$ cat config.mk
export PLATFORM = sky130hd
export DESIGN_NAME = han_meter_telegram_decoder_core
export DESIGN_NICKNAME = d
export VERILOG_FILES = /design/src/hdl/hmtd_pkg.sv /design/src/hdl/hmtd_front.sv /design/src/hdl/hmtd_back.sv /design/src/hdl/han_meter_telegram_decoder_core.sv
export SDC_FILE = /design/constraint.sdc
export NUM_CORES = 2
export LEC_CHECK = 0
export BUFFER_PORTS_ARGS = -buffer_cell sky130_fd_sc_hd__buf_2
export CAP_MARGIN = 40
export CORE_MARGIN = 3
export CORE_UTILIZATION = 50
export CTS_BUF_LIST = sky130_fd_sc_hd__clkbuf_4 sky130_fd_sc_hd__clkbuf_8
export DETAILED_ROUTE_END_ITERATION = 7
export PLACE_DENSITY = 0.74
export SLEW_MARGIN = 25
export SYNTH_ARGS = -nofsm -noshare
export SYNTH_HDL_FRONTEND = slang
export SYNTH_SLANG_ARGS = --single-unit
export TNS_END_PERCENT = 20
$ cat constraint.sdc
create_clock -name aclk -period 7.4 [get_ports aclk]
set_input_delay 1.85 -clock aclk [delete_from_list [all_inputs] [get_ports aclk]]
set_output_delay 1.85 -clock aclk [all_outputs]
set_load 0.02 [all_outputs]
$ cat src/hdl/hmtd_pkg.sv
// Shared types, constants and list tables of the meter telegram decoder.
package hmtd_pkg;

    localparam int MAX_FRAME_BYTES = 255;
    localparam int POS_W = $clog2(MAX_FRAME_BYTES + 2);
    localparam int OFF_W = POS_W + 1;
    localparam int NUM_QTY = 14;
    localparam int MIN_FRAME = 18;

    localparam logic [7:0] FLAG_BYTE  = 8'h7E;
    localparam logic [7:0] TAG_COUNT  = 8'h02;
    localparam logic [7:0] TAG_VALUE  = 8'h06;
    localparam logic [7:0] TAG_STRING = 8'h09;
    localparam logic [7:0] LEN_HIGH_MASK = 8'h07;
    localparam logic [POS_W-1:0] CHECK_POS = POS_W'(17);
    localparam logic [POS_W-1:0] COUNT_PTR_POS = POS_W'(18);

    localparam logic [2:0] KIND_UNKNOWN = 3'd0;
    localparam logic [2:0] KIND_LIST1   = 3'd1;
    localparam logic [2:0] KIND_L2_1PH  = 3'd2;
    localparam logic [2:0] KIND_L2_3PH  = 3'd3;
    localparam logic [2:0] KIND_L3_1PH  = 3'd4;
    localparam logic [2:0] KIND_L3_3PH  = 3'd5;

    localparam logic [3:0] ITEM_STR = 4'd15;

    // Item sequence of each list as it appears in the telegram.
    localparam logic [3:0] LIST_ITEMS [6][18] = '{
        '{4'd0, 4'd0, 4'd0, 4'd0, 4'd0, 4'd0, 4'd0, 4'd0, 4'd0,
          4'd0, 4'd0, 4'd0, 4'd0, 4'd0, 4'd0, 4'd0, 4'd0, 4'd0},
        '{4'd0, 4'd0, 4'd0, 4'd0, 4'd0, 4'd0, 4'd0, 4'd0, 4'd0,
          4'd0, 4'd0, 4'd0, 4'd0, 4'd0, 4'd0, 4'd0, 4'd0, 4'd0},
        '{ITEM_STR, ITEM_STR, ITEM_STR, 4'd0, 4'd1, 4'd2, 4'd3, 4'd4, 4'd7,
          4'd0, 4'd0, 4'd0, 4'd0, 4'd0, 4'd0, 4'd0, 4'd0, 4'd0},
        '{ITEM_STR, ITEM_STR, ITEM_STR, 4'd0, 4'd1, 4'd2, 4'd3, 4'd4, 4'd5,
          4'd6, 4'd7, 4'd8, 4'd9, 4'd0, 4'd0, 4'd0, 4'd0, 4'd0},
        '{ITEM_STR, ITEM_STR, ITEM_STR, 4'd0, 4'd1, 4'd2, 4'd3, 4'd4, 4'd7,
          ITEM_STR, 4'd10, 4'd11, 4'd12, 4'd13, 4'd0, 4'd0, 4'd0, 4'd0},
        '{ITEM_STR, ITEM_STR, ITEM_STR, 4'd0, 4'd1, 4'd2, 4'd3, 4'd4, 4'd5,
          4'd6, 4'd7, 4'd8, 4'd9, ITEM_STR, 4'd10, 4'd11, 4'd12, 4'd13}
    };
    localparam logic [4:0] LIST_LEN [6] = '{5'd0, 5'd1, 5'd9, 5'd13, 5'd14, 5'd18};

    // Quantities reported for each list, strings left out.
    localparam logic [3:0] QTY_LIST [6][14] = '{
        '{4'd0, 4'd0, 4'd0, 4'd0, 4'd0, 4'd0, 4'd0, 4'd0, 4'd0, 4'd0, 4'd0, 4'd0, 4'd0, 4'd0},
        '{4'd0, 4'd0, 4'd0, 4'd0, 4'd0, 4'd0, 4'd0, 4'd0, 4'd0, 4'd0, 4'd0, 4'd0, 4'd0, 4'd0},
        '{4'd0, 4'd1, 4'd2, 4'd3, 4'd4, 4'd7, 4'd0, 4'd0, 4'd0, 4'd0, 4'd0, 4'd0, 4'd0, 4'd0},
        '{4'd0, 4'd1, 4'd2, 4'd3, 4'd4, 4'd5, 4'd6, 4'd7, 4'd8, 4'd9, 4'd0, 4'd0, 4'd0, 4'd0},
        '{4'd0, 4'd1, 4'd2, 4'd3, 4'd4, 4'd7, 4'd10, 4'd11, 4'd12, 4'd13,
          4'd0, 4'd0, 4'd0, 4'd0},
        '{4'd0, 4'd1, 4'd2, 4'd3, 4'd4, 4'd5, 4'd6, 4'd7, 4'd8, 4'd9,
          4'd10, 4'd11, 4'd12, 4'd13}
    };
    localparam logic [3:0] QTY_CNT [6] = '{4'd1, 4'd1, 4'd6, 4'd10, 4'd10, 4'd14};

    // Finished frame handed from the parser to the result side.
    typedef struct packed {
        logic               valid;
        logic [2:0]         kind;
        logic [55:0]        stamp;
        logic [NUM_QTY-1:0] mask;
    } job_t;

    function automatic logic [2:0] kind_of(input logic [7:0] count);
        logic [2:0] k;
        unique case (count)
            8'd1:    k = KIND_LIST1;
            8'd9:    k = KIND_L2_1PH;
            8'd13:   k = KIND_L2_3PH;
            8'd14:   k = KIND_L3_1PH;
            8'd18:   k = KIND_L3_3PH;
            default: k = KIND_UNKNOWN;
        endcase
        return k;
    endfunction

endpackage

$ cat src/hdl/hmtd_front.sv
// Byte parser: frame checks, timestamp capture and tagged item walk.
module hmtd_front
    import hmtd_pkg::*;
(
    input  logic        aclk,
    input  logic        aresetn,
    input  logic        in_fire,
    input  logic [7:0]  in_byte,
    input  logic        in_end,
    input  logic        job_ready,
    output job_t        job,
    output logic [31:0] job_values [NUM_QTY]
);

    localparam logic [1:0] WK_HDR  = 2'd0;
    localparam logic [1:0] WK_CNT  = 2'd1;
    localparam logic [1:0] WK_ITEM = 2'd2;
    localparam logic [1:0] WK_DONE = 2'd3;

    logic [POS_W-1:0]   pos_reg, pos_next;
    logic [7:0]         b0_reg, b0_next, b1_reg, b1_next, b2_reg, b2_next;
    logic [7:0]         b17_reg, b17_next;
    logic [55:0]        stamp_reg, stamp_next;
    logic [1:0]         wk_phase_reg, wk_phase_next;
    logic [OFF_W-1:0]   wk_off_reg, wk_off_next;
    logic [2:0]         wk_sub_reg, wk_sub_next;
    logic [4:0]         wk_idx_reg, wk_idx_next;
    logic [2:0]         wk_kind_reg, wk_kind_next;
    logic               tagok_reg, tagok_next;
    logic [7:0]         skip_reg, skip_next;
    logic [23:0]        shift_reg, shift_next;
    logic [NUM_QTY-1:0] mask_reg, mask_next;
    logic [7:0]         cnt_stage_reg, cnt_stage_next;
    logic               cnt_new_reg, cnt_new_next;
    logic [7:0]         kept_count_reg, kept_count_next;
    logic               commit_reg, commit_next;
    logic [31:0]        stage_reg [NUM_QTY];

    logic               stage_we;
    logic [3:0]         stage_idx;
    logic [31:0]        stage_data;
    logic [3:0]         item;
    logic [7:0]         b17_eff, eff_count, new_count;
    logic [10:0]        len_field;
    logic               frame_ok, hit, take;
    logic [OFF_W:0]     off_sum;

    function automatic logic [OFF_W-1:0] sat_off(input logic [OFF_W:0] s);
        return s[OFF_W] ? {OFF_W{1'b1}} : s[OFF_W-1:0];
    endfunction

    assign take      = commit_reg && job_ready;
    assign eff_count = cnt_new_reg ? cnt_stage_reg : kept_count_reg;
    assign b17_eff   = (pos_reg == CHECK_POS) ? in_byte : b17_reg;
    assign len_field = {b1_reg[2:0] & LEN_HIGH_MASK[2:0], b2_reg};
    assign item      = LIST_ITEMS[wk_kind_reg][wk_idx_reg];
    assign hit       = (wk_phase_reg == WK_CNT || wk_phase_reg == WK_ITEM)
                       && ({1'b0, pos_reg} == wk_off_reg);

    // The closing byte is the last byte of the frame itself.
    assign frame_ok = (pos_reg < POS_W'(MAX_FRAME_BYTES))
                      && (pos_reg >= POS_W'(MIN_FRAME - 1))
                      && (in_byte == FLAG_BYTE) && (b0_reg == FLAG_BYTE)
                      && (b17_eff == TAG_STRING)
                      && (len_field == 11'(pos_reg - POS_W'(1)));

    always_comb begin
        pos_next        = pos_reg;
        b0_next         = b0_reg;
        b1_next         = b1_reg;
        b2_next         = b2_reg;
        b17_next        = b17_reg;
        stamp_next      = stamp_reg;
        wk_phase_next   = wk_phase_reg;
        wk_off_next     = wk_off_reg;
        wk_sub_next     = wk_sub_reg;
        wk_idx_next     = wk_idx_reg;
        wk_kind_next    = wk_kind_reg;
        tagok_next      = tagok_reg;
        skip_next       = skip_reg;
        shift_next      = shift_reg;
        mask_next       = mask_reg;
        cnt_stage_next  = cnt_stage_reg;
        cnt_new_next    = cnt_new_reg;
        kept_count_next = kept_count_reg;
        commit_next     = commit_reg && !take;
        stage_we        = 1'b0;
        stage_idx       = item;
        stage_data      = {shift_reg, in_byte};
        new_count       = tagok_reg ? in_byte : kept_count_reg;
        off_sum         = '0;

        if (take) begin
            kept_count_next = eff_count;
        end

        if (in_fire) begin
            if (pos_reg < POS_W'(MAX_FRAME_BYTES)) begin
                pos_next = pos_reg + POS_W'(1);
            end else begin
                pos_next = POS_W'(MAX_FRAME_BYTES + 1);
            end

            unique case (pos_reg)
                POS_W'(0):  b0_next = in_byte;
                POS_W'(1):  b1_next = in_byte;
                POS_W'(2):  b2_next = in_byte;
                CHECK_POS:  b17_next = in_byte;
                POS_W'(19): stamp_next[55:48] = in_byte;
                POS_W'(20): stamp_next[47:40] = in_byte;
                POS_W'(21): stamp_next[39:32] = in_byte;
                POS_W'(22): stamp_next[31:24] = in_byte;
                POS_W'(24): stamp_next[23:16] = in_byte;
                POS_W'(25): stamp_next[15:8]  = in_byte;
                POS_W'(26): stamp_next[7:0]   = in_byte;
                default: ;
            endcase

            if (pos_reg == '0) begin
                // First byte of a new frame clears what the last one left.
                stamp_next    = '0;
                wk_phase_next = WK_HDR;
                mask_next     = '0;
                skip_next     = '0;
                cnt_new_next  = 1'b0;
            end else if (wk_phase_reg == WK_HDR && pos_reg == COUNT_PTR_POS) begin
                off_sum       = (OFF_W + 1)'(19) + (OFF_W + 1)'(in_byte);
                wk_off_next   = sat_off(off_sum);
                wk_phase_next = WK_CNT;
                wk_sub_next   = '0;
            end else if (hit) begin
                off_sum     = {1'b0, wk_off_reg} + (OFF_W + 1)'(1);
                wk_off_next = sat_off(off_sum);
                if (wk_phase_reg == WK_CNT) begin
                    if (wk_sub_reg == '0) begin
                        tagok_next  = (in_byte == TAG_COUNT);
                        wk_sub_next = 3'd1;
                    end else begin
                        if (tagok_reg) begin
                            cnt_stage_next = in_byte;
                            cnt_new_next   = 1'b1;
                        end
                        wk_kind_next  = kind_of(new_count);
                        wk_idx_next   = '0;
                        wk_sub_next   = '0;
                        wk_phase_next = (kind_of(new_count) == KIND_UNKNOWN) ? WK_DONE
                                                                             : WK_ITEM;
                    end
                end else if (item == ITEM_STR) begin
                    if (wk_sub_reg == '0) begin
                        tagok_next  = (in_byte == TAG_STRING);
                        wk_sub_next = 3'd1;
                    end else begin
                        skip_next   = tagok_reg ? in_byte : skip_reg;
                        off_sum     = {1'b0, wk_off_reg} + (OFF_W + 1)'(1)
                                      + (OFF_W + 1)'(skip_next);
                        wk_off_next = sat_off(off_sum);
                        wk_sub_next = '0;
                        wk_idx_next = wk_idx_reg + 5'd1;
                        if (wk_idx_reg + 5'd1 == LIST_LEN[wk_kind_reg]) begin
                            wk_phase_next = WK_DONE;
                        end
                    end
                end else begin
                    if (wk_sub_reg == '0) begin
                        tagok_next = (in_byte == TAG_VALUE);
                    end else begin
                        shift_next = {shift_reg[15:0], in_byte};
                    end
                    wk_sub_next = wk_sub_reg + 3'd1;
                    if (wk_sub_reg == 3'd4) begin
                        stage_we        = tagok_reg;
                        if (tagok_reg) begin
                            mask_next[item] = 1'b1;
                        end
                        wk_sub_next = '0;
                        wk_idx_next = wk_idx_reg + 5'd1;
                        if (wk_idx_reg + 5'd1 == LIST_LEN[wk_kind_reg]) begin
                            wk_phase_next = WK_DONE;
                        end
                    end
                end
            end

            if (in_end) begin
                pos_next    = '0;
                commit_next = frame_ok;
            end
        end
    end

    always_ff @(posedge aclk) begin
        if (!aresetn) begin
            pos_reg        <= '0;
            b0_reg         <= '0;
            b1_reg         <= '0;
            b2_reg         <= '0;
            b17_reg        <= '0;
            stamp_reg      <= '0;
            wk_phase_reg   <= WK_HDR;
            wk_off_reg     <= '0;
            wk_sub_reg     <= '0;
            wk_idx_reg     <= '0;
            wk_kind_reg    <= KIND_UNKNOWN;
            tagok_reg      <= 1'b0;
            skip_reg       <= '0;
            shift_reg      <= '0;
            mask_reg       <= '0;
            cnt_stage_reg  <= '0;
            cnt_new_reg    <= 1'b0;
            kept_count_reg <= '0;
            commit_reg     <= 1'b0;
        end else begin
            pos_reg        <= pos_next;
            b0_reg         <= b0_next;
            b1_reg         <= b1_next;
            b2_reg         <= b2_next;
            b17_reg        <= b17_next;
            stamp_reg      <= stamp_next;
            wk_phase_reg   <= wk_phase_next;
            wk_off_reg     <= wk_off_next;
            wk_sub_reg     <= wk_sub_next;
            wk_idx_reg     <= wk_idx_next;
            wk_kind_reg    <= wk_kind_next;
            tagok_reg      <= tagok_next;
            skip_reg       <= skip_next;
            shift_reg      <= shift_next;
            mask_reg       <= mask_next;
            cnt_stage_reg  <= cnt_stage_next;
            cnt_new_reg    <= cnt_new_next;
            kept_count_reg <= kept_count_next;
            commit_reg     <= commit_next;
        end
    end

    always_ff @(posedge aclk) begin
        if (stage_we) begin
            stage_reg[stage_idx] <= stage_data;
        end
    end

    assign job.valid  = commit_reg;
    assign job.kind   = kind_of(eff_count);
    assign job.stamp  = stamp_reg;
    assign job.mask   = mask_reg;
    assign job_values = stage_reg;

endmodule

$ cat src/hdl/hmtd_back.sv
// Result side: applies a finished frame to the kept values and emits its list.
module hmtd_back
    import hmtd_pkg::*;
(
    input  logic         aclk,
    input  logic         aresetn,
    input  job_t         job,
    input  logic [31:0]  job_values [NUM_QTY],
    output logic         job_ready,
    output logic         m_tvalid,
    input  logic         m_tready,
    output logic [87:0]  m_tdata,
    output logic [6:0]   m_tuser,
    output logic         m_tlast
);

    logic [31:0] kept_reg [NUM_QTY];
    logic        busy_reg, busy_next;
    logic [2:0]  kind_reg, kind_next;
    logic [3:0]  cnt_reg, cnt_next;
    logic [55:0] stamp_reg, stamp_next;
    logic        vld_reg, vld_next;
    logic [87:0] data_reg, data_next;
    logic [6:0]  user_reg, user_next;
    logic        last_reg, last_next;
    logic        adv, take, fin;
    logic [3:0]  qty;
    logic [31:0] val;

    assign job_ready = !busy_reg;
    assign take      = job.valid && !busy_reg;
    assign adv       = !vld_reg || m_tready;
    assign qty       = QTY_LIST[kind_reg][cnt_reg];
    assign val       = (kind_reg == KIND_UNKNOWN) ? 32'd0 : kept_reg[qty];
    assign fin       = (cnt_reg + 4'd1 == QTY_CNT[kind_reg]);

    always_comb begin
        busy_next  = busy_reg;
        kind_next  = kind_reg;
        cnt_next   = cnt_reg;
        stamp_next = stamp_reg;
        vld_next   = vld_reg;
        data_next  = data_reg;
        user_next  = user_reg;
        last_next  = last_reg;
        if (take) begin
            busy_next  = 1'b1;
            kind_next  = job.kind;
            cnt_next   = '0;
            stamp_next = job.stamp;
            // A result still on the bus may be taken while the new frame loads.
            if (adv) begin
                vld_next = 1'b0;
            end
        end else if (busy_reg && adv) begin
            vld_next  = 1'b1;
            data_next = {stamp_reg[7:0], stamp_reg[15:8], stamp_reg[23:16],
                         stamp_reg[31:24], stamp_reg[39:32], stamp_reg[55:40], val};
            user_next = {qty, kind_reg};
            last_next = fin;
            cnt_next  = cnt_reg + 4'd1;
            busy_next = !fin;
        end else if (adv) begin
            vld_next = 1'b0;
        end
    end

    always_ff @(posedge aclk) begin
        if (!aresetn) begin
            busy_reg <= 1'b0;
            kind_reg <= KIND_UNKNOWN;
            cnt_reg  <= '0;
            vld_reg  <= 1'b0;
            for (int i = 0; i < NUM_QTY; i++) begin
                kept_reg[i] <= '0;
            end
        end else begin
            busy_reg <= busy_next;
            kind_reg <= kind_next;
            cnt_reg  <= cnt_next;
            vld_reg  <= vld_next;
            if (take && job.kind != KIND_UNKNOWN) begin
                for (int i = 0; i < NUM_QTY; i++) begin
                    if (job.mask[i]) begin
                        kept_reg[i] <= job_values[i];
                    end
                end
            end
        end
    end

    always_ff @(posedge aclk) begin
        stamp_reg <= stamp_next;
        data_reg  <= data_next;
        user_reg  <= user_next;
        last_reg  <= last_next;
    end

    assign m_tvalid = vld_reg;
    assign m_tdata  = data_reg;
    assign m_tuser  = user_reg;
    assign m_tlast  = last_reg;

endmodule

$ cat src/hdl/han_meter_telegram_decoder_core.sv
// Top level of the meter telegram decoder: byte parser and result emitter.
//
// Usage: received meter-port bytes enter on the slave stream, one byte per
// transaction, with s_tlast set on the last byte of a burst. The burst is
// judged as one frame when that byte arrives. A valid frame yields one
// result transaction per reported quantity on the master stream, in
// ascending quantity order, each with the frame's header timestamp; m_tlast
// marks the final one and m_tuser says which list and quantity it carries.
// A frame with an unknown item count gives a single result of kind 0.
// Invalid frames give nothing.
// Throughput is one byte per cycle while s_tready is high. The first result
// leaves once the closing byte is accepted and the frame has been committed
// and taken by the emitter, then one result per cycle while the receiver
// takes them, and input continues while results drain. Only if
// the receiver stalls so long that a second valid frame finishes before the
// first frame's list is out does s_tready drop, for one handoff, until the
// emitter takes the new frame. Reset clears all kept quantities, the kept
// item count and timestamp, and the byte position.
module han_meter_telegram_decoder_core
    import hmtd_pkg::*;
(
    input  logic        aclk,
    input  logic        aresetn,
    input  logic        s_tvalid,
    output logic        s_tready,
    input  logic [7:0]  s_tdata,   // [7:0] rx_byte
    input  logic        s_tlast,   // frame_end
    output logic        m_tvalid,
    input  logic        m_tready,
    // [31:0] value, [47:32] year, [55:48] month, [63:56] day,
    // [71:64] hour, [79:72] minute, [87:80] second
    output logic [87:0] m_tdata,
    output logic [6:0]  m_tuser,   // [2:0] list_kind, [6:3] quantity
    output logic        m_tlast    // last
);

    job_t        job;
    logic [31:0] job_values [NUM_QTY];
    logic        job_ready;

    // A finished frame waits in the parser's staging registers until the
    // emitter is free; input only stalls while such a frame is still waiting.
    assign s_tready = !job.valid || job_ready;

    hmtd_front u_front (
        .aclk       (aclk),
        .aresetn    (aresetn),
        .in_fire    (s_tvalid && s_tready),
        .in_byte    (s_tdata),
        .in_end     (s_tlast),
        .job_ready  (job_ready),
        .job        (job),
        .job_values (job_values)
    );

    hmtd_back u_back (
        .aclk       (aclk),
        .aresetn    (aresetn),
        .job        (job),
        .job_values (job_values),
        .job_ready  (job_ready),
        .m_tvalid   (m_tvalid),
        .m_tready   (m_tready),
        .m_tdata    (m_tdata),
        .m_tuser    (m_tuser),
        .m_tlast    (m_tlast)
    );

endmodule

==> flow_metrics.tcl <==
set metrics [dict create \
    ant_nets 0 \
    switching_share_pct 20.98 \
    hold_buffers 0 \
    post_cts_resize_count 0 \
    yosysWarnings 0 \
    fill_cells 7223 \
    drv_cap 0 \
    drive_above_1_share_pct 14.45 \
    drt-initial-drc-count 3471 \
    cts_max_path_buffers 3 \
    synth.most_common_cell "edfxtp_1" \
    end_kind "flip-flop" \
    synth.yosys.seq_area_share_pct 72.87 \
    vdd_drop_max_v 0.0001711 \
    place_congestion 0.8845 \
    clk_pin_slew_ns 0.06 \
    grtUsageTotal_pct 22.88 \
    netlist_area_um2 48380 \
    fin_skew_ns 0.05800 \
    p_comb_share_pct 2.0 \
    finalHoldViolCount 0 \
    via_per_inst 5.659 \
    avgRoutedWirePerCell_um 21.88 \
    tritoncts "yes" \
    wl_mm 115.1 \
    grt_pass1_vias 28460 \
    die_y_um 317.1 \
    rows 113 \
    critical-path-top-delay-family "buffers and inverters" \
    period_share_pct 60.27 \
    crit_fanout 97 \
    clock_sinks 1237 \
    dr_total_vias 29770 \
    ys_types 80 \
    cts_setup_buffers 0 \
    async_reset_ff_share_pct 0 \
    clkPwrFrac_pct 41.9 \
    syn_nets 3714 \
    worstMarginPinSlew_ns 0.9270 \
    synth_edf_count 1048 \
    crit_top_cell "buf_4" \
    io_pins 111 \
    fin_crit_ns 4.460 \
    cp.arrival_ns 5.16 \
    grt_pass1_wl_mm 172.3 \
    setup_viol 0 \
    crit_path_cell_trace "nor3b_1, o21bai_1, a32oi_4, buf_4, inv_6, buf_4, nand2_1, and3_1, a311oi_1, a31oi_1, o22ai_1" \
    cts_inserted_buffers 191 \
    p_int_mw 10.74 \
    ys_ff_latch 1237 \
    dpl.hpwl_mm 69.43 \
    antenna_found_initial 6 \
    crit_slowest_cell "inv_6" \
    crit_type "flip-flop to flip-flop" \
    synth-main-ff-cell "edfxtp_1" \
    start_util_pct 50.69 \
    dieWidth_um 317.1 \
    syn_inst 3677 \
    setup_tns_ns 0 \
    p_per_area_nw_per_um2 247.7 \
    maxSlewViolCount 0 \
    area_growth_pct 13.41 \
    setup.worst_path.start_class "flip-flop" \
    p_leak_nw 19.17 \
    synthTopCellsByCount "edfxtp_1 (1048), nand2_1 (643), and2_1 (455)" \
    core_um2 95440 \
    globalRouteOverflowTotal 0 \
    avgSynthCellArea_um2 13.16 \
    yosys.area.top_type "edfxtp_1" \
    cpPeakStageDelay_ns 0.67 \
    cts_root_buffer "clkbuf_8" \
    layout.nets 3874 \
    cts-htree-levels 4 \
    dieArea_um2 100500 \
    hp-class "flip-flop to flip-flop" \
    outcome "complete, no violations" \
    required_ns 8.10 \
    report.power.total_mw 13.59 \
    fmax_ghz 0.2242 \
    power_switching_mw 2.851 \
    drtPass1Iterations 6 \
    crit_buf_inv 3 \
    power.share.sequential_pct 56.2 \
    insertion_delay_ns 0.87 \
    synth_area_leaders "edfxtp_1 (65%), dfxtp_1 (7.8%), and2_1 (5.9%)" \
    numPortBuffers 110 \
    drc 0 \
    grt_max_degree 177 \
    netlist.area_leader.share_pct 65.05 \
    slew_headroom_pct 38.12 \
    rsz0062_at_grt "no" \
]
[cell families after synthesis]
group                    count (synthesis)  share of synthesized area (%)
adder cells (fa/ha/maj)                 24                         0.6363
AND/OR/NAND/NOR                       1609                          16.27
XOR/XNOR                                51                         0.9233
AO/OA/AOI/OAI                          459                          6.241
multiplexers                            42                         0.9001
buffers and inverters                  255                          2.160
flip-flops                            1237                          72.87
[worst paths after layout]
kind,from,to,slack (ns),cells after the start
max,u_back.cnt_reg[2],u_back.m_tdata[27],2.94,11
min,u_back.stamp_reg[21],u_back.m_tdata[69],0.42,0
max reg2reg,u_back.cnt_reg[2],u_back.m_tdata[27],2.94,11
min reg2reg,u_back.stamp_reg[21],u_back.m_tdata[69],0.42,0
[metal layers]
layer	up-vias	GRT usage, %	wire length [um]
met5	-	0	13
met4	2	9.935	4467
met3	256	4.418	9632
met2	1431	38.00	56600
met1	14500	29.48	44420
li1	13590	-	-
[power groups by stage]
stage	combinational [mW]	sequential (mW)	clock, mW
after detailed placement	0.263	7.78	0
after floorplan	0.148	7.77	0
after CTS	0.264	7.63	5.78
after global placement	0.241	7.77	0
after global routing	0.291	7.64	6.09
final	0.269	7.63	5.69
[placed cells by master (no fill, tap or decap), types with 7 or more instances in the layout]
| master | Yosys | final |
|---|---|---|
| nor2b_1 | 16 | 15 |
| mux2_2 | 12 | 12 |
| clkinv_1 | 0 | 38 |
| clkbuf_4 | 0 | 79 |
| xor2_1 | 28 | 28 |
| nand2b_1 | 17 | 17 |
| a211oi_1 | 9 | 9 |
| a22oi_1 | 49 | 49 |
| o21ai_0 | 49 | 49 |
| a311oi_1 | 34 | 34 |
| a22o_1 | 8 | 8 |
| o21a_1 | 8 | 8 |
| nand3_1 | 168 | 168 |
| nor2_1 | 169 | 157 |
| nor4_1 | 14 | 14 |
| nand2_2 | 1 | 15 |
| o2bb2ai_1 | 7 | 7 |
| dfxtp_1 | 189 | 189 |
| mux2i_1 | 30 | 30 |
| a31oi_1 | 72 | 72 |
| inv_1 | 30 | 26 |
| and3_1 | 51 | 47 |
| clkinv_2 | 0 | 17 |
| clkbuf_8 | 0 | 200 |
| buf_4 | 5 | 33 |
| buf_2 | 34 | 111 |
| edfxtp_1 | 1048 | 1048 |
| nor3_1 | 26 | 25 |
| nand4_1 | 12 | 12 |
| xnor2_1 | 23 | 23 |
| ha_1 | 23 | 23 |
| buf_12 | 0 | 15 |
| buf_8 | 0 | 10 |
| nand2_1 | 643 | 629 |
| and2_1 | 455 | 455 |
| a21oi_1 | 129 | 129 |
| o22ai_1 | 38 | 38 |
| nor2_4 | 0 | 12 |
| buf_16 | 0 | 15 |
[per-stage QoR]
step                      setup WS, ns  area, um^2  instances  hold slack (ns)  util, %
after floorplan                  1.835       48380       3677           0.4003        -
after global placement           2.298       50050       4860           0.4038    52.44
after detailed placement         2.250       50810       4897           0.4045    53.24
after CTS                        2.908       54670       5247           0.4077    57.29
after global routing             2.633       54870       5261           0.4240    57.49
final                            2.940       54870       5261           0.4151    57.49
[cell type report]
class                   instances  area (um^2)  share of cell area [%]
repair buffers                190         1734                   3.161
well taps                    1265         1583                   2.885
clock buffers                 279         3346                   6.098
clock inverters                71        521.8                  0.9510
diodes                          2        5.005                0.009122
flip-flops and latches       1237        35250                   64.26
multi-input cells            2185        12290                   22.40
inverters                      32        131.4                  0.2395
[worst reg2reg max path, cell delays in order (launching register included)]
cell      delay [ns]
dfxtp_1         0.42
nor3b_1         0.67
o21bai_1        0.25
a32oi_4         0.14
buf_4           0.33
inv_6           0.69
buf_4           0.65
nand2_1         0.11
and3_1          0.22
a311oi_1        0.55
a31oi_1         0.09
o22ai_1         0.18
Power figures use the tool's default switching activity.
